$ cat config.mk
export PLATFORM = sky130hd
export DESIGN_NAME = adsr_envelope_step_unit_flat
export DESIGN_NICKNAME = d
export VERILOG_FILES = /design/src/rtl/core/adsr_pkg.sv /design/src/rtl/core/adsr_ifs.sv /design/src/rtl/core/adsr_regs.sv /design/src/rtl/core/adsr_ctrl.sv /design/src/rtl/core/adsr_dp.sv /design/src/rtl/core/adsr_envelope_step_unit.sv /design/src/flat_wrapper.sv
export SDC_FILE = /design/constraint.sdc
export NUM_CORES = 2
export LEC_CHECK = 0
export ABC_AREA = 1
export CORE_MARGIN = 2
export CORE_UTILIZATION = 45
export DETAILED_ROUTE_END_ITERATION = 7
export DONT_BUFFER_PORTS = 1
export GPL_TIMING_DRIVEN = 0
export PLACE_DENSITY_LB_ADDON = 0.12
export SLEW_MARGIN = 20
export SYNTH_ARGS = -nofsm -noshare
export SYNTH_HDL_FRONTEND = slang
export SYNTH_HIERARCHICAL = 1
export SYNTH_SLANG_ARGS = --single-unit
$ cat constraint.sdc
create_clock -name i_clk -period 9.6 [get_ports i_clk]
set_input_delay 0.96 -clock i_clk [delete_from_list [all_inputs] [get_ports i_clk]]
set_output_delay 0.96 -clock i_clk [all_outputs]
set_load 0.01 [all_outputs]
$ cat src/rtl/core/adsr_pkg.sv
// ----------------------------------------------------------------------------
// adsr_pkg
// shared types, constants and fixed-point helpers of the adsr envelope step unit
// ----------------------------------------------------------------------------
package adsr_pkg;

    // build constants, signed q8.24
    localparam logic signed [31:0] HOLD_COEF      = 32'sd0;
    localparam logic signed [31:0] PEAK_THRESHOLD = 32'sd0;
    localparam logic signed [31:0] PEAK_LEVEL     = 32'sd146800640;
    localparam logic signed [31:0] SUSTAIN_BASE   = 32'sd0;
    localparam logic signed [31:0] ATTACK_TARGET  = 32'sd146800640;
    localparam logic               TWO_STEP       = 1'b0;

    localparam logic signed [32:0] Q_TWO          = 33'sd33554432;
    localparam logic signed [31:0] SCALE_RESET    = 32'sd16777216;

    localparam int APB_AW = 5;

    // register indexes
    typedef enum logic [2:0] {
        REG_ATTACK  = 3'd0,
        REG_DECAY   = 3'd1,
        REG_RELEASE = 3'd2,
        REG_SUSTAIN = 3'd3,
        REG_SLEW    = 3'd4,
        REG_SMOOTH  = 3'd5,
        REG_THRESH  = 3'd6,
        REG_SCALE   = 3'd7
    } t_reg_idx;

    typedef struct packed {
        logic [30:0]        attack_rate;
        logic [30:0]        decay_rate;
        logic [30:0]        release_rate;
        logic [24:0]        sustain_level;
        logic [30:0]        slew_step;
        logic [24:0]        rate_smoothing;
        logic signed [31:0] release_threshold;
        logic signed [31:0] output_scale;
    } t_cfg;

    // operand pair fed to the shared multiplier
    typedef enum logic [2:0] {
        MS_SUS  = 3'd0,
        MS_K2   = 3'd1,
        MS_RATE = 3'd2,
        MS_C2   = 3'd3,
        MS_ENV  = 3'd4,
        MS_OUT  = 3'd5
    } t_mul_sel;

    typedef enum logic [3:0] {
        ST_IDLE,
        ST_PREP,
        ST_TGT,
        ST_K2,
        ST_K2W,
        ST_RATE,
        ST_RUPD,
        ST_C2,
        ST_C2W,
        ST_ENV,
        ST_ENVW,
        ST_OUT,
        ST_OUTW
    } t_state;

    typedef struct packed {
        t_mul_sel mul_sel;
        logic     ld_in;
        logic     ld_prep;
        logic     ld_tgt;
        logic     ld_keff;
        logic     ld_rate;
        logic     ld_c2;
        logic     ld_env;
        logic     ld_out;
    } t_dp_cmd;

    typedef struct packed {
        logic out_free;
    } t_dp_stat;

    function automatic logic signed [31:0] sat32(input logic signed [47:0] x);
        logic signed [31:0] res;
        if (x > 48'sh0000_7FFF_FFFF) begin
            res = 32'sh7FFF_FFFF;
        end else if (x < -48'sh0000_8000_0000) begin
            res = 32'sh8000_0000;
        end else begin
            res = x[31:0];
        end
        return res;
    endfunction

    // round half up, drop 24 fraction bits, saturate
    function automatic logic signed [31:0] qround(input logic signed [65:0] p);
        logic signed [66:0] x;
        logic signed [66:0] sh;
        x  = 67'(p) + 67'sd8388608;
        sh = x >>> 24;
        return sat32(sh[47:0]);
    endfunction

endpackage

$ cat src/rtl/core/adsr_ifs.sv
// ----------------------------------------------------------------------------
// adsr stream interfaces
// valid/ready channels for gate items and envelope result items
// ----------------------------------------------------------------------------
interface adsr_in_if;
    logic               valid;
    logic               ready;
    logic signed [31:0] gate_level;

    modport source (output valid, output gate_level, input ready);
    modport sink   (input valid, input gate_level, output ready);
endinterface

interface adsr_out_if;
    logic               valid;
    logic               ready;
    logic signed [31:0] envelope_out;
    logic               at_rest;

    modport source (output valid, output envelope_out, output at_rest, input ready);
    modport sink   (input valid, input envelope_out, input at_rest, output ready);
endinterface

$ cat src/rtl/core/adsr_regs.sv
// ----------------------------------------------------------------------------
// adsr_regs
// apb configuration register file
// ----------------------------------------------------------------------------
module adsr_regs (
    input  logic                         i_clk,
    input  logic                         i_rst_n,
    input  logic                         psel,
    input  logic                         penable,
    input  logic                         pwrite,
    input  logic [adsr_pkg::APB_AW-1:0]  paddr,
    input  logic [31:0]                  pwdata,
    output logic [31:0]                  prdata,
    output logic                         pready,
    output adsr_pkg::t_cfg               o_cfg
);
    import adsr_pkg::*;

    t_cfg     r_cfg;
    t_reg_idx w_idx;
    logic     w_wr;

    assign w_idx  = t_reg_idx'(paddr[APB_AW-1:2]);
    assign w_wr   = psel & penable & pwrite;
    assign pready = 1'b1;
    assign o_cfg  = r_cfg;

    always_ff @(posedge i_clk) begin
        if (!i_rst_n) begin
            r_cfg              <= '0;
            r_cfg.output_scale <= SCALE_RESET;
        end else if (w_wr) begin
            unique case (w_idx)
                REG_ATTACK:  r_cfg.attack_rate       <= pwdata[30:0];
                REG_DECAY:   r_cfg.decay_rate        <= pwdata[30:0];
                REG_RELEASE: r_cfg.release_rate      <= pwdata[30:0];
                REG_SUSTAIN: r_cfg.sustain_level     <= pwdata[24:0];
                REG_SLEW:    r_cfg.slew_step         <= pwdata[30:0];
                REG_SMOOTH:  r_cfg.rate_smoothing    <= pwdata[24:0];
                REG_THRESH:  r_cfg.release_threshold <= pwdata;
                REG_SCALE:   r_cfg.output_scale      <= pwdata;
                default:     r_cfg                   <= r_cfg;
            endcase
        end
    end

    always_comb begin
        unique case (w_idx)
            REG_ATTACK:  prdata = {1'b0, r_cfg.attack_rate};
            REG_DECAY:   prdata = {1'b0, r_cfg.decay_rate};
            REG_RELEASE: prdata = {1'b0, r_cfg.release_rate};
            REG_SUSTAIN: prdata = {7'b0, r_cfg.sustain_level};
            REG_SLEW:    prdata = {1'b0, r_cfg.slew_step};
            REG_SMOOTH:  prdata = {7'b0, r_cfg.rate_smoothing};
            REG_THRESH:  prdata = r_cfg.release_threshold;
            REG_SCALE:   prdata = r_cfg.output_scale;
            default:     prdata = '0;
        endcase
    end
endmodule

$ cat src/rtl/core/adsr_ctrl.sv
// ----------------------------------------------------------------------------
// adsr_ctrl
// sequencer stepping the datapath through one item
// ----------------------------------------------------------------------------
module adsr_ctrl (
    input  logic                i_clk,
    input  logic                i_rst_n,
    input  logic                i_in_valid,
    output logic                o_in_ready,
    input  adsr_pkg::t_dp_stat  i_stat,
    output adsr_pkg::t_dp_cmd   o_cmd
);
    import adsr_pkg::*;

    t_state r_state;
    t_state n_state;

    always_ff @(posedge i_clk) begin
        if (!i_rst_n) begin
            r_state <= ST_IDLE;
        end else begin
            r_state <= n_state;
        end
    end

    // next state
    always_comb begin
        n_state = r_state;
        unique case (r_state)
            ST_IDLE: if (i_in_valid) n_state = ST_PREP;
            ST_PREP: n_state = ST_TGT;
            ST_TGT:  n_state = TWO_STEP ? ST_K2 : ST_RATE;
            ST_K2:   n_state = ST_K2W;
            ST_K2W:  n_state = ST_RATE;
            ST_RATE: n_state = ST_RUPD;
            ST_RUPD: n_state = TWO_STEP ? ST_C2 : ST_ENV;
            ST_C2:   n_state = ST_C2W;
            ST_C2W:  n_state = ST_ENV;
            ST_ENV:  n_state = ST_ENVW;
            ST_ENVW: n_state = ST_OUT;
            ST_OUT:  n_state = ST_OUTW;
            ST_OUTW: if (i_stat.out_free) n_state = ST_IDLE;
            default: n_state = ST_IDLE;
        endcase
    end

    // outputs
    always_comb begin
        o_in_ready    = 1'b0;
        o_cmd.mul_sel = MS_SUS;
        o_cmd.ld_in   = 1'b0;
        o_cmd.ld_prep = 1'b0;
        o_cmd.ld_tgt  = 1'b0;
        o_cmd.ld_keff = 1'b0;
        o_cmd.ld_rate = 1'b0;
        o_cmd.ld_c2   = 1'b0;
        o_cmd.ld_env  = 1'b0;
        o_cmd.ld_out  = 1'b0;
        unique case (r_state)
            ST_IDLE: begin
                o_in_ready  = 1'b1;
                o_cmd.ld_in = i_in_valid;
            end
            ST_PREP: begin
                o_cmd.ld_prep = 1'b1;
                o_cmd.mul_sel = MS_SUS;
            end
            ST_TGT:  o_cmd.ld_tgt = 1'b1;
            ST_K2:   o_cmd.mul_sel = MS_K2;
            ST_K2W:  o_cmd.ld_keff = 1'b1;
            ST_RATE: o_cmd.mul_sel = MS_RATE;
            ST_RUPD: o_cmd.ld_rate = 1'b1;
            ST_C2:   o_cmd.mul_sel = MS_C2;
            ST_C2W:  o_cmd.ld_c2 = 1'b1;
            ST_ENV:  o_cmd.mul_sel = MS_ENV;
            ST_ENVW: o_cmd.ld_env = 1'b1;
            ST_OUT:  o_cmd.mul_sel = MS_OUT;
            ST_OUTW: begin
                o_cmd.mul_sel = MS_OUT;
                o_cmd.ld_out  = i_stat.out_free;
            end
            default: o_in_ready = 1'b0;
        endcase
    end
endmodule

$ cat src/rtl/core/adsr_dp.sv
// ----------------------------------------------------------------------------
// adsr_dp
// envelope state, shared multiplier and output register
// ----------------------------------------------------------------------------
module adsr_dp (
    input  logic                i_clk,
    input  logic                i_rst_n,
    input  adsr_pkg::t_cfg      i_cfg,
    input  adsr_pkg::t_dp_cmd   i_cmd,
    output adsr_pkg::t_dp_stat  o_stat,
    input  logic signed [31:0]  i_gate_level,
    output logic                o_out_valid,
    input  logic                i_out_ready,
    output logic signed [31:0]  o_envelope_out,
    output logic                o_at_rest
);
    import adsr_pkg::*;

    // envelope state
    logic signed [31:0] r_env, r_hold, r_tgt, r_rate;
    logic               r_phase;
    // per-item working registers
    logic               r_gh, r_atk;
    logic [22:0]        r_rsel;
    logic signed [31:0] r_err, r_keff, r_c;
    logic signed [65:0] r_prod;
    // result register
    logic               r_ovalid;
    logic signed [31:0] r_oenv;
    logic               r_orest;

    logic signed [32:0] w_gsum;
    logic signed [31:0] w_nh, w_q, w_s0, w_s1, w_slew, w_nt, w_err, w_nr, w_ny;
    logic signed [33:0] w_pk;
    logic               w_np, w_atk;
    logic [22:0]        w_rsel;
    logic [31:0]        w_step;
    logic signed [32:0] w_ma, w_mb, w_k, w_keff;

    assign w_gsum = 33'(i_gate_level) + 33'(i_cfg.release_threshold);

    // hold, phase and rate select
    always_comb begin
        w_nh = r_gh ? sat32(48'(r_phase ? HOLD_COEF : 32'sd0) + 48'(r_env)) : 32'sd0;
        w_pk = 34'(w_nh) + 34'(PEAK_THRESHOLD);
        w_np = !w_pk[33];
        if (w_nh < r_hold) begin
            w_np = r_gh;
        end
        w_atk = r_gh & !w_np;
        if (w_np) begin
            w_rsel = i_cfg.decay_rate[30:8];
        end else if (w_atk) begin
            w_rsel = i_cfg.attack_rate[30:8];
        end else begin
            w_rsel = '0;
        end
    end

    assign w_q = qround(r_prod);

    // sustain target slew and stage error
    always_comb begin
        w_step = TWO_STEP ? {i_cfg.slew_step, 1'b0} : {1'b0, i_cfg.slew_step};
        w_s0   = r_gh ? w_q : SUSTAIN_BASE;
        w_slew = sat32(48'(r_tgt) + 48'($signed({16'b0, w_step})));
        w_s1   = (w_s0 > r_tgt) ? w_slew : w_s0;
        w_nt   = (PEAK_LEVEL < w_s1) ? PEAK_LEVEL : w_s1;
        w_err  = sat32((r_atk ? 48'(ATTACK_TARGET) : 48'sd0)
                     + (r_phase ? 48'(w_nt) : 48'sd0) - 48'(r_env));
    end

    assign w_nr = sat32(48'(r_rate) + 48'(w_q));
    assign w_ny = sat32(48'(r_env) + 48'(w_q));

    // shared multiplier operands
    assign w_k    = $signed({8'b0, i_cfg.rate_smoothing});
    assign w_keff = TWO_STEP ? 33'(r_keff) : w_k;

    always_comb begin
        case (i_cmd.mul_sel)
            MS_SUS: begin
                w_ma = $signed({8'b0, i_cfg.sustain_level});
                w_mb = 33'(PEAK_LEVEL);
            end
            MS_K2: begin
                w_ma = w_k;
                w_mb = Q_TWO - w_k;
            end
            MS_RATE: begin
                w_ma = w_keff;
                w_mb = $signed({10'b0, r_rsel}) - 33'(r_rate);
            end
            MS_C2: begin
                w_ma = 33'(r_c);
                w_mb = Q_TWO - 33'(r_c);
            end
            MS_ENV: begin
                w_ma = 33'(r_c);
                w_mb = 33'(r_err);
            end
            MS_OUT: begin
                w_ma = 33'(r_env);
                w_mb = 33'(i_cfg.output_scale);
            end
            default: begin
                w_ma = '0;
                w_mb = '0;
            end
        endcase
    end

    // state and result valid
    always_ff @(posedge i_clk) begin
        if (!i_rst_n) begin
            r_env    <= '0;
            r_hold   <= '0;
            r_phase  <= 1'b0;
            r_tgt    <= '0;
            r_rate   <= '0;
            r_ovalid <= 1'b0;
        end else begin
            if (i_cmd.ld_prep) begin
                r_hold  <= w_nh;
                r_phase <= w_np;
            end
            if (i_cmd.ld_tgt) begin
                r_tgt <= w_nt;
            end
            if (i_cmd.ld_rate) begin
                r_rate <= w_nr;
            end
            if (i_cmd.ld_env) begin
                r_env <= w_ny;
            end
            if (i_cmd.ld_out) begin
                r_ovalid <= 1'b1;
            end else if (i_out_ready) begin
                r_ovalid <= 1'b0;
            end
        end
    end

    // working payload
    always_ff @(posedge i_clk) begin
        r_prod <= w_ma * w_mb;
        if (i_cmd.ld_in) begin
            r_gh <= !w_gsum[32];
        end
        if (i_cmd.ld_prep) begin
            r_atk  <= w_atk;
            r_rsel <= w_rsel;
        end
        if (i_cmd.ld_tgt) begin
            r_err <= w_err;
        end
        if (i_cmd.ld_keff) begin
            r_keff <= w_q;
        end
        if (i_cmd.ld_rate) begin
            r_c <= r_gh ? w_nr : $signed({9'b0, i_cfg.release_rate[30:8]});
        end else if (i_cmd.ld_c2) begin
            r_c <= w_q;
        end
        if (i_cmd.ld_out) begin
            r_oenv  <= w_q;
            r_orest <= (r_env == 32'sd0) && (r_hold == 32'sd0)
                    && (r_tgt == 32'sd0) && (r_rate == 32'sd0);
        end
    end

    assign o_stat.out_free = !r_ovalid || i_out_ready;
    assign o_out_valid     = r_ovalid;
    assign o_envelope_out  = r_oenv;
    assign o_at_rest       = r_orest;
endmodule

$ cat src/rtl/core/adsr_envelope_step_unit.sv
// ----------------------------------------------------------------------------
// adsr_envelope_step_unit
// accepts a new gate item only once the previous result is in the result register; the
// single shared multiplier is walked by the sequencer through sustain, rate, envelope and
//   output products (and the k2 and c2 products in the two-step build)
// reset: synchronous active low, clears envelope state and output valid, output_scale to 1.0
// ----------------------------------------------------------------------------
module adsr_envelope_step_unit (
    input  logic                        i_clk,
    input  logic                        i_rst_n,
    adsr_in_if.sink                     i_in,
    adsr_out_if.source                  o_out,
    input  logic                        psel,
    input  logic                        penable,
    input  logic                        pwrite,
    input  logic [adsr_pkg::APB_AW-1:0] paddr,
    input  logic [31:0]                 pwdata,
    output logic [31:0]                 prdata,
    output logic                        pready
);
    import adsr_pkg::*;

    t_cfg     w_cfg;
    t_dp_cmd  w_cmd;
    t_dp_stat w_stat;

    // configuration registers; write them only while no item is in flight (not enforced here)
    adsr_regs u_regs (
        .i_clk   (i_clk),
        .i_rst_n (i_rst_n),
        .psel    (psel),
        .penable (penable),
        .pwrite  (pwrite),
        .paddr   (paddr),
        .pwdata  (pwdata),
        .prdata  (prdata),
        .pready  (pready),
        .o_cfg   (w_cfg)
    );

    // sequencer: takes an item only when idle, holds the last step
    // until the result register has room
    adsr_ctrl u_ctrl (
        .i_clk      (i_clk),
        .i_rst_n    (i_rst_n),
        .i_in_valid (i_in.valid),
        .o_in_ready (i_in.ready),
        .i_stat     (w_stat),
        .o_cmd      (w_cmd)
    );

    // datapath: state registers, one 33x33 multiplier with a registered
    // product, rounding/saturation and the result register that lets the
    // next item enter while a result still waits
    adsr_dp u_dp (
        .i_clk          (i_clk),
        .i_rst_n        (i_rst_n),
        .i_cfg          (w_cfg),
        .i_cmd          (w_cmd),
        .o_stat         (w_stat),
        .i_gate_level   (i_in.gate_level),
        .o_out_valid    (o_out.valid),
        .i_out_ready    (o_out.ready),
        .o_envelope_out (o_out.envelope_out),
        .o_at_rest      (o_out.at_rest)
    );
endmodule
$ cat src/flat_wrapper.sv
// flat-port wrapper written by rule: the top's interface ports become plain ports
module adsr_envelope_step_unit_flat import adsr_pkg::*;
  (i_clk, i_rst_n, psel, penable, pwrite, paddr, pwdata, prdata, pready, i_in_valid, i_in_gate_level, i_in_ready, o_out_valid, o_out_envelope_out, o_out_at_rest, o_out_ready);
  adsr_in_if i_in_i ();
  adsr_out_if o_out_i ();
  input  logic i_clk;
  input  logic i_rst_n;
  input  logic psel;
  input  logic penable;
  input  logic pwrite;
  input  logic [adsr_pkg::APB_AW-1:0] paddr;
  input  logic [31:0] pwdata;
  output logic [31:0] prdata;
  output logic pready;
  input wire logic [$bits(i_in_i.valid)-1:0] i_in_valid;
  input wire logic [$bits(i_in_i.gate_level)-1:0] i_in_gate_level;
  output wire logic [$bits(i_in_i.ready)-1:0] i_in_ready;
  output wire logic [$bits(o_out_i.valid)-1:0] o_out_valid;
  output wire logic [$bits(o_out_i.envelope_out)-1:0] o_out_envelope_out;
  output wire logic [$bits(o_out_i.at_rest)-1:0] o_out_at_rest;
  input wire logic [$bits(o_out_i.ready)-1:0] o_out_ready;
  assign i_in_i.valid = i_in_valid;
  assign i_in_i.gate_level = i_in_gate_level;
  assign i_in_ready = i_in_i.ready;
  assign o_out_valid = o_out_i.valid;
  assign o_out_envelope_out = o_out_i.envelope_out;
  assign o_out_at_rest = o_out_i.at_rest;
  assign o_out_i.ready = o_out_ready;
  adsr_envelope_step_unit u_core (.i_clk(i_clk), .i_rst_n(i_rst_n), .i_in(i_in_i), .o_out(o_out_i), .psel(psel), .penable(penable), .pwrite(pwrite), .paddr(paddr), .pwdata(pwdata), .prdata(prdata), .pready(pready));
endmodule
======== Word-level counts from Yosys, hierarchy flattened ========
Cells that the tools add are included.
Widths: inputs -> output; s select.
storage, ports and cells
  logic and storage cells ................. 149
  register bits after elaboration ......... 560
  input port bits ......................... 76
operators by class
  equal/unequal tests ..................... 26
  multipliers ............................. 1
  bitwise operators ....................... 3
  mux-type cells .......................... 40
  reductions and logical operators ........ 31
  order comparisons ....................... 15
  add/subtract/negate cells ............... 10
operators with widths
  kind                    number
  $mux 32                 18
  $pmux 32 s8             1
  $pmux 33 s6             1
  $add 32x32->33          4
  $pmux 33 s4             1
  $logic_not 32->1        4
  $gt 33x32->1 const B    3
  $lt 33x32->1 const B    3
  $add 66x25->67 const B  1
  $mul 33x33->66          1
  $add 29x48->48          1
  $gt 48x32->1 const B    1
  $lt 48x32->1 const B    1
  $mux 48                 1
  $sub 48x32->48          1
  $mux 23                 2
  $pmux 4 s11             1
  $gt 43x32->1 const B    1
  $lt 43x32->1 const B    1
  $sub 24x32->33          1
  $sub 27x32->33 const A  1
  $gt 32x32->1            1
  $gt 32x32->1 const B    1
  $lt 29x32->1 const A    1
  other kinds (24)        74

======== Depth between registers and ports, before layout ========
  depth after elaboration ................. 14
  gate-level depth with buffers ........... 64

======== Hierarchy ========
The synthesis kept the hierarchy.
by module, submodules not included
  module     area each (um^2)  instances  cells an instance  sequential area each (um^2)
  adsr_dp    64749.6           1          8497               7126.8
  adsr_regs  11139.4           1          1606               4764.6
  adsr_ctrl  300.3             1          50                 80.1

======== Worst setup path after synthesis ========
Ideal clock, no wire load.
  path kind ............................... flip-flop to flip-flop
  start ................................... reg u_core.u_ctrl.r_state[1]
  end ..................................... reg u_core.u_dp.r_prod[58]
  clock period less this slack ............ 8886 ps
  stages on the path, launching flop included .. 33
  path slack .............................. 714 ps
  data required time ...................... 9478 ps
  library setup time ...................... 122 ps
  arrival time ............................ 8764 ps
  path through ............................ dfxtp_1 > buf_6 > nand2_1 > o21ai_0 > inv_2 > nor3_4 > nor2_2 > clkbuf_1 > o22ai_1 > clkbuf_1 > clkbuf_1 > nand2_1 > fa_1 > inv_1 > fa_1 > fa_1 > fa_1 > inv_1 > fa_1 > fa_1 > fa_1 > inv_1 > fa_1 > ha_1 > a21oi_1 > inv_1 > a21oi_1 > o21ai_0 > inv_1 > o21ai_0 > a221oi_1 > nand2_1 > xor2_1
RTL lines
  what                      line             text
  start: declaration        adsr_ctrl.sv:15  t_state r_state;
  start signal: assignment  adsr_ctrl.sv:22  r_state <= n_state;
  end signal: assignment    adsr_dp.sv:146   r_prod <= w_ma * w_mb;
  end: declaration          adsr_dp.sv:26    logic signed [65:0] r_prod;

======== Worst setup path after layout ========
  start ................................... reg u_core.u_dp.r_rate[3]
  end ..................................... reg u_core.u_dp.r_prod[50]
between the ends
  word-level cells in the longest chain between the ends .. 3
RTL lines
  what                      line            text
  start: declaration        adsr_dp.sv:20   logic signed [31:0] r_env, r_hold, r_tgt, r_rate;
  start signal: assignment  adsr_dp.sv:131  r_rate <= w_nr;
  $sub 24x32->33            adsr_dp.sv:92   w_mb = $signed({10'b0, r_rsel}) - 33'(r_rate);
  $pmux 33 s6               adsr_dp.sv:81   case (i_cmd.mul_sel)
  $mul 33x33->66            adsr_dp.sv:146
Every way passes these cells.
A chain may end at the register's enable or synchronous reset.

==> results.yml <==
worst_setup_path:
  cp_max_fo: 10
  cp-end-kind: "flip-flop"
  startpoint_type: "flip-flop"
  critPathSlowestCell: "fa_2"
  slowest_delay_ns: 0.61
  required_ns: 10.15
  cp_data_arrival_time_ns: 10.03
  crit_top_cell: "fa_1"
  criticalPathCategory: "flip-flop to flip-flop"
synth:
  netlist_area_um2: 76200
  yosysWarnings: 6
  synth_area_per_cell_um2: 7.50
  syn_nets: 11800
  syn_inst: 10200
cts:
  insertion_delay_ns: 0.68
  clkTransAtPathRegs_ns: 0.07
  cts.sinks: 537
  cts_root_buf: "clkbuf_16"
  cts_tree: "done"
  htreeDepth: 2
  numCtsBuffers: 58
  cts_hold_buf: 0
  clock_path_buffers: 3
cells_and_area:
  areaGrowthSynthToFinish_pct: 13.5
  fin_cells: 12700
  utilization_pct: 51.3
  nets: 12100
  fillers: 16900
  stdcell_area_um2: 86500
  layout-drive-gt1-share_pct: 11.6
placement:
  post-place-ws_ns: -2.91
  io_buffers: 0
  dp.cells: 12400
  finalWeightedCongestion: 1.11
  placedInstanceArea_um2: 79300
  hpwl_um: 305000
sta:
  clock.fmax_ghz: 0.105
  post-route-period-util_pct: 98.8
  postLayoutSetupSlackWorst_ns: 0.119
  setup-violations-final: 0
  worstMarginPinSlew_ns: 1.19
  tns_ns: 0
  hold_violations: 0
  final-max-slew-violation-count: 0
  min_period_ns: 9.48
  holdWs_ns: 0.411
  clock_skew_ns: 0.0476
  grt_setup_unrepaired: "yes"
  relSlewSlack_pct: 20.1
routing:
  firstDrtPassIters: 7
  drt_iter0_drc: 9665
  viasPerCell: 5.82
  drc: 0
  finalWirelength_um: 361000
  post_drt_wl_per_cell_um: 28.5
  vias: 73900
  ant_nets: 0
power_and_ir_drop:
  p_comb_share_pct: 44.1
  peakVddDrop_v: 0.000147
  switching_power_mw: 4.02
  p_int_mw: 5.04
  switching_share_pct: 44.4
  p_seq_share_pct: 29.3
  power_density_nw_per_um2: 105
  p_leak_nw: 40.7
  power_mw: 9.06
  p_clk_share_pct: 26.6
grt:
  antenna_found_initial: 25
  grt_max_degree: 33
  track_usage_pct: 41.1
  first_global_vias: 70500
  grt-ovfl-total: 0
  grt_pass1_wl_um: 508000
floorplan:
  start_util_pct: 45.2
  rows: 151
  core-area_um2: 169000
  dieWidth_um: 415
  die-area_um2: 173000
  io-pin-count: 144
  die_h_um: 415
hold_path:
  hold_path.class: "input port to flip-flop"
status:
  outcome: "finished clean"
run:
  drv_cap: 0
-- power groups by stage --
stage               clock (mW)  combinational, mW  sequential (mW)
finish                    2.41               3.99             2.65
global route              2.53               4.23             2.65
CTS                       2.43               3.62             2.64
detailed placement           0               3.50             2.69
global placement             0               3.50             2.69
floorplan                    0               2.23             2.60
-- critical path: cells and delay by family (launching register included) --
kind            cells  cell delay, ns
buf+inv             7            0.98
flops               1            0.42
xor+xnor            1            0.23
fa+ha+maj          10            5.00
simple gates       16            2.18
compound gates      3            0.51
-- registers in the layout (all words and copies together), names as in the netlist --
name,cells
u_core/u_dp/r_phase,1
u_core/u_dp/r_hold,32
u_core/u_dp/r_gh,1
u_core/u_dp/o_envelope_out,32
u_core/u_dp/r_atk,1
u_core/u_dp/r_env,32
u_core/u_dp/o_at_rest,1
u_core/u_regs/o_cfg,238
u_core/u_dp/o_out_valid,1
u_core/u_dp/r_prod,43
u_core/u_dp/r_tgt,32
u_core/u_dp/r_rsel,23
u_core/u_dp/r_rate,32
u_core/u_ctrl/r_state,4
u_core/u_dp/r_err,32
u_core/u_dp/r_c,32
-- path summary, 6_finish.rpt --
path,cells after the start,from,endpoint,slack [ns]
setup / recovery,37,u_core/u_dp/r_rate[3],u_core/u_dp/r_prod[50],0.12
hold / removal,2,i_rst_n,u_core/u_ctrl/r_state[3],0.41
setup reg to reg,37,u_core/u_dp/r_rate[3],u_core/u_dp/r_prod[50],0.12
hold reg to reg,2,u_core/u_regs/o_cfg[208],u_core/u_regs/o_cfg[208],0.51
-- cells in the final DEF (no fill, tap or decap), types with 193 or more instances in the layout --
master and n:
a21oi_1 479, buf_4 212, dfxtp_1 402, fa_1 1079
ha_1 433, inv_1 1756, nand2_1 2107, nand3_1 253
nand4_1 193, nor2_1 940, nor3_1 244, o21ai_0 506
-- routing by layer --
layer	global-route usage (%)	routed length [um]
met5	0	839
met4	17.1	18800
met1	59.3	154000
met3	13.5	47800
met2	55.8	140000
-- area by class of cell --
type                            count  area [um2]  share of cell area [%]
Clock buffer                       81        1690                    1.95
Timing Repair Buffer              214        2010                    2.32
Multi-Input combinational cell   7303       57800                    66.8
Antenna cell                        9        22.5                  0.0260
Clock inverter                     26         304                   0.352
Inverter                         1829        6950                    8.03
Sequential cell                   537       12000                    13.9
Tap cell                         2218        2780                    3.21
Buffer                            477        2940                    3.39
-- what timing repair did --
action | in CTS | in global routing
endpoints found under the hold margin | 0 | 0
resized for setup | 530 | 568
setup endpoints to repair | 75 | 73
pin swaps | 41 | 197
buffers inserted | 73 | 118
cloned | 0 | 3
No activity file was read; power rests on OpenSTA's default activity.
